$ cat src/hw/rtl/tci_pkg.sv
// Shared types and constants for the timestamped CV interpolator.
`timescale 1ns / 1ps
package tci_pkg;

	localparam int RING_AW    = 10;
	localparam int RING_DEPTH = 1 << RING_AW;
	localparam int CHANNELS   = 8;
	localparam int CODE_W     = 12;
	localparam int VAL_W      = 20;
	localparam int TIME_W     = 64;
	localparam int ROW_W      = CHANNELS * CODE_W;
	localparam int CH_W       = 3;
	localparam int FRAC_W     = 16;
	localparam int ACC_W      = 28;

	localparam logic CFG_SMOOTH_COEF  = 1'b0;
	localparam logic CFG_NUM_CHANNELS = 1'b1;

	localparam logic MODE_STORE  = 1'b0;
	localparam logic MODE_RENDER = 1'b1;

	typedef enum logic [3:0] {
		ST_IDLE,
		ST_SRD,
		ST_SCMP,
		ST_DIV,
		ST_MUL1,
		ST_ADD1,
		ST_MUL2,
		ST_ADD2,
		ST_OUT
	} state_t;

	typedef struct packed {
		logic in_ready;
		logic store;
		logic load;
		logic rd;
		logic srch_next;
		logic hit;
		logic div_step;
		logic mul1;
		logic add1;
		logic mul2;
		logic add2;
		logic out_load;
	} cmd_t;

	typedef struct packed {
		logic empty;
		logic hit;
		logic last;
		logic div_done;
		logic ch_last;
		logic out_free;
	} sts_t;

endpackage

$ cat src/hw/rtl/tci_ctrl.sv
// Sequencer for scan store, history search, division and channel loop.
`timescale 1ns / 1ps
module tci_ctrl (
	input  logic          clk,
	input  logic          arst_n,
	input  logic          in_valid,
	input  logic          in_mode,
	input  tci_pkg::sts_t sts,
	output tci_pkg::cmd_t cmd
);
	import tci_pkg::*;

	state_t state_q, state_nx;

	// state register
	always_ff @(posedge clk or negedge arst_n) begin
		if (!arst_n) state_q <= ST_IDLE;
		else state_q <= state_nx;
	end

	// next state
	always_comb begin
		state_nx = state_q;
		case (state_q)
			ST_IDLE: begin
				if (in_valid && in_mode == MODE_RENDER) state_nx = sts.empty ? ST_OUT : ST_SRD;
			end
			ST_SRD: state_nx = ST_SCMP;
			ST_SCMP: begin
				if (sts.hit) state_nx = ST_DIV;
				else if (sts.last) state_nx = ST_OUT;
				else state_nx = ST_SRD;
			end
			ST_DIV: begin
				if (sts.div_done) state_nx = ST_MUL1;
			end
			ST_MUL1: state_nx = ST_ADD1;
			ST_ADD1: state_nx = ST_MUL2;
			ST_MUL2: state_nx = ST_ADD2;
			ST_ADD2: state_nx = sts.ch_last ? ST_OUT : ST_MUL1;
			ST_OUT: begin
				if (sts.out_free) state_nx = ST_IDLE;
			end
			default: state_nx = ST_IDLE;
		endcase
	end

	// commands
	always_comb begin
		cmd = '0;
		case (state_q)
			ST_IDLE: begin
				cmd.in_ready = 1'b1;
				if (in_valid) begin
					if (in_mode == MODE_STORE) cmd.store = 1'b1;
					else cmd.load = 1'b1;
				end
			end
			ST_SRD: cmd.rd = 1'b1;
			ST_SCMP: begin
				if (sts.hit) cmd.hit = 1'b1;
				else if (!sts.last) cmd.srch_next = 1'b1;
			end
			ST_DIV: cmd.div_step = 1'b1;
			ST_MUL1: cmd.mul1 = 1'b1;
			ST_ADD1: cmd.add1 = 1'b1;
			ST_MUL2: cmd.mul2 = 1'b1;
			ST_ADD2: cmd.add2 = 1'b1;
			ST_OUT: cmd.out_load = sts.out_free;
			default: cmd = '0;
		endcase
	end

`ifndef SYNTHESIS
	a_out_free: assert property (@(posedge clk) disable iff (!arst_n)
		cmd.out_load |-> sts.out_free) else $error("result loaded over a pending one");
	a_cmp_after_rd: assert property (@(posedge clk) disable iff (!arst_n)
		state_q == ST_SCMP |-> $past(state_q) == ST_SRD) else $error("compare without read");
	a_div_exit: assert property (@(posedge clk) disable iff (!arst_n)
		(state_q == ST_DIV && sts.div_done) |=> state_q == ST_MUL1)
		else $error("division did not hand over to channel loop");
`endif

endmodule

$ cat config.mk
export PLATFORM = sky130hd
export DESIGN_NAME = tci_ctrl
export DESIGN_NICKNAME = d
export VERILOG_FILES = /design/src/hw/rtl/tci_pkg.sv /design/src/hw/rtl/tci_ctrl.sv
export SDC_FILE = /design/constraint.sdc
export NUM_CORES = 1
export LEC_CHECK = 0
export ABC_AREA = 1
export CORE_AREA = 2 2 39 41
export DETAILED_ROUTE_END_ITERATION = 6
export DIE_AREA = 0 0 41 43
export DONT_BUFFER_PORTS = 1
export HOLD_SLACK_MARGIN = 0.06
export MAX_ROUTING_LAYER = met4
export PLACE_DENSITY = 0.54
export SETUP_SLACK_MARGIN = 0.02
export SLEW_MARGIN = 15
export SYNTH_ARGS = -nofsm -noshare
export SYNTH_HDL_FRONTEND = slang
export SYNTH_SLANG_ARGS = --single-unit
$ cat constraint.sdc
create_clock -name clk -period 1.24 [get_ports clk]
set_input_delay 0.062 -clock clk [delete_from_list [all_inputs] [get_ports clk]]
set_output_delay 0.062 -clock clk [all_outputs]
set_load 0.05 [all_outputs]
Word-level counts from Yosys, hierarchy flattened. Cells that the tools add are included.

Bits in registers: 4. Bits of input ports: 10. Output and inout bits: 12. Logic and storage cells: 38.

Eq/ne operators: 11. Mux-type cells: 23. Reductions and logical operators: 3.

Operator list (count): $pmux 4 s9 (1); $mux 4 (7); $eq 4x3->1 const B (4); $mux 1 (12); $eq 4x2->1 const B (2); $ne 2x2->1 const B (3); $eq 4x1->1 const B (1); $eq 4x4->1 const B (1); $logic_not 4->1 (1); $mux 2 (2); $mux 3 (1); $reduce_and 3->1 (1); $logic_and 1x1->1 (1).

Longest topological paths before layout.
Depth after elaboration: 3. Gate-level depth with buffers: 7. Mapped depth without buffers: 7.

Least setup slack after synthesis. OpenSTA, ideal clock, no wires.

Path type: register to output. From: register state_q[0]. To: output port cmd[10] (netlist name). Arrival time: 1830 ps. Data required time: 1178 ps. Path slack: -652 ps. Stages on the path, launching flop included: 6. Path buffers: 0. Path through: dfrtp_1 -> nor2_2 -> nand2_1 -> inv_1 -> nand2_1 -> nor2_1.

RTL lines: start: declaration (line tci_ctrl.sv:13) `state_t state_q, state_nx;`; start signal: assignment (line tci_ctrl.sv:18) `else state_q <= state_nx;`; end: declaration (line tci_ctrl.sv:9) `output tci_pkg::cmd_t cmd`.

==> flow_metrics.tcl <==
set metrics [dict create \
    outcome "finished, violations left" \
    violations "negative setup slack" \
    fin_crit_ps 1470 \
    arrival_ps 1410 \
    r2r_cells 9 \
    drv_slew 0 \
    rsz0062_at_grt "true" \
    clk_pin_slew_ps 40 \
    fin_skew_ps 2.82 \
    routedWlPerCell_um 13.2 \
    final_common_cell "buf_4" \
    seq_area_um2 103 \
    synthesis.nets 79 \
    critPathMaxFanout 6 \
    gp_congestion 0.779 \
    netlist_top_cells_area "dfrtp_1 25%, inv_1 14%, nand2_1 14%" \
    syn_inst 69 \
    dieArea_um2 1760 \
    htree_levels 1 \
    vias_per_cell 4.89 \
    drt_iter0_drc 9 \
    final_cell_area_um2 1050 \
    cap_violations 0 \
    cts_tree "built" \
    first_global_vias 584 \
    yosys_warnings 0 \
    synth_top_area_share 0.248 \
    largest_registers "state_q (4)" \
    clk_path_buf_depth 2 \
    largest_reg_flops 4 \
    grt_remaining_overflow 0 \
    setup_viol 15 \
    first_pass_iters 4 \
    drc 0 \
    p_leak_uw 0.000500 \
    crit_type "reg -> out" \
    multi_input_area_um2 375 \
    clock_sinks 4 \
    setup_tns_ps -2120 \
    core_area_um2 1380 \
    wl_um 1660 \
    hold_class "in -> async" \
    rows 14 \
    area_growth_pct 159 \
    antenna_found_initial 0 \
    dp_hpwl_um 810 \
    fillers 97 \
    synth_largest_area_cell "dfrtp_1" \
    regMostFlops "state_q" \
    clockRootBuffer "clkbuf_4" \
    ir_worst_vdd_uv 1320 \
    vias 616 \
    initial_core_util 0.292 \
    setup_slack_ps -231 \
    numCtsBuffers 3 \
    fin_util 0.756 \
    worstSetupEndpointType "output pin" \
    syn-cell-area_um2 404 \
    dpl_cell_area_um2 717 \
    die_y_um 43 \
    fmax_mhz 680 \
    clock_latency_ps 230 \
    maxSlewHeadroom 0.862 \
    final_net_count 122 \
    diodes 0 \
    yosys_register_bits 4 \
    yosysSeqAreaShare 0.248 \
    die_width_um 41 \
    cp-start-kind "flip-flop" \
    hold_viol_final 0 \
    io_buffers 0 \
    post-route-period-util 1.19 \
    pin_count 22 \
    drive_gt1_frac 0.682 \
    rrSetupSlack_ps -150 \
    cp.required_ps 1180 \
    worst_pin_slew_ps 207 \
    grt_pass1_wl_um 2140 \
    grt_max_degree 7 \
    ant_nets 0 \
    avgSynthCellArea_um2 5.86 \
    grt_usage 0.179 \
    final_cell_mix "17 x buf_4, 10 x nand2_1, 10 x buf_12" \
    synth_cell_types 15 \
    powerDensity_nw_per_um2 2070 \
]
==> Yosys cell counts <==
cell type / n
a21oi_1: 1
buf_6: 1
clkinv_2: 1
dfrtp_1: 4
inv_1: 15
nand2_1: 15
nand2_2: 1
nand3_1: 10
nand3_2: 2
nand3b_1: 1
nand4_1: 1
nor2_1: 9
nor2_2: 5
nor3_1: 2
o21ai_0: 1
==> cell type report <==
| class | count | share of cell area |
|---|---|---|
| Timing Repair Buffer | 39 | 0.437 |
| Sequential cell | 4 | 0.0981 |
| Inverter | 16 | 0.0658 |
| Multi-Input combinational cell | 48 | 0.359 |
| Tap cell | 16 | 0.0191 |
| Clock buffer | 3 | 0.0215 |
==> power by group <==
group / leakage (uW) / internal (uW) / switching (uW)
Clock: 0.0000138 / 108 / 49.3
Sequential: 0.0000504 / 177 / 73.3
Combinational: 0.000436 / 811 / 944
==> per-stage QoR <==
step / hold slack, ps / power [uW] / instances / setup WS (ps)
2_1_floorplan: -234 / 1010 / 69 / -178
3_3_place_gp: -234 / 1380 / 100 / 29.9
3_5_place_dp: -234 / 1390 / 100 / 11.9
4_1_cts: 76.3 / 1800 / 117 / -164
5_1_grt: 117 / 2280 / 126 / -277
6_report: 114 / 2160 / 126 / -231
==> path summary, 6_finish.rpt <==
path	endpoint	from
setup / recovery	cmd[10]	state_q[3]
hold / removal	state_q[1]	arst_n
setup reg to reg	state_q[3]	state_q[3]
hold reg to reg	state_q[1]	state_q[1]
max in group asynchronous	state_q[0]	arst_n
min in group clk	state_q[3]	sts[5]
==> kinds of logic (layout without fill, tap and decap cells) <==
kind of cell | Yosys count | after routing | share of synthesized area
buffers and inverters | 17 | 58 | 0.180
AND/OR/NAND/NOR | 46 | 46 | 0.548
flip-flops | 4 | 4 | 0.248
AO/OA/AOI/OAI | 2 | 2 | 0.0247
==> critical path, stage by stage (launching register included) <==
cell and delay [ps]:
dfrtp_1 410, nor2_2 160, buf_6 150, nand2_4 60, clkinvlp_4 80, nand2_2 50
nor2_4 120, buf_12 140
==> per-layer routing <==
layer,vias to the layer above,global-route usage,wire [um]
li1,293,-,-
met5,-,-,0
met2,26,0.303,1010
met1,295,0.188,560
met4,0,0.100,21
met3,2,0.0157,77
==> what timing repair did <==
| action | in CTS | in global routing |
|---|---|---|
| hold buffers | 4 | 1 |
| buffers inserted | 10 | 9 |
| endpoints found under the setup margin | 12 | 16 |
| hold endpoints to repair | 7 | 1 |
| resized for setup | 21 | 17 |
| pin swaps | 7 | 8 |
No activity file was read; power rests on OpenSTA's default activity.
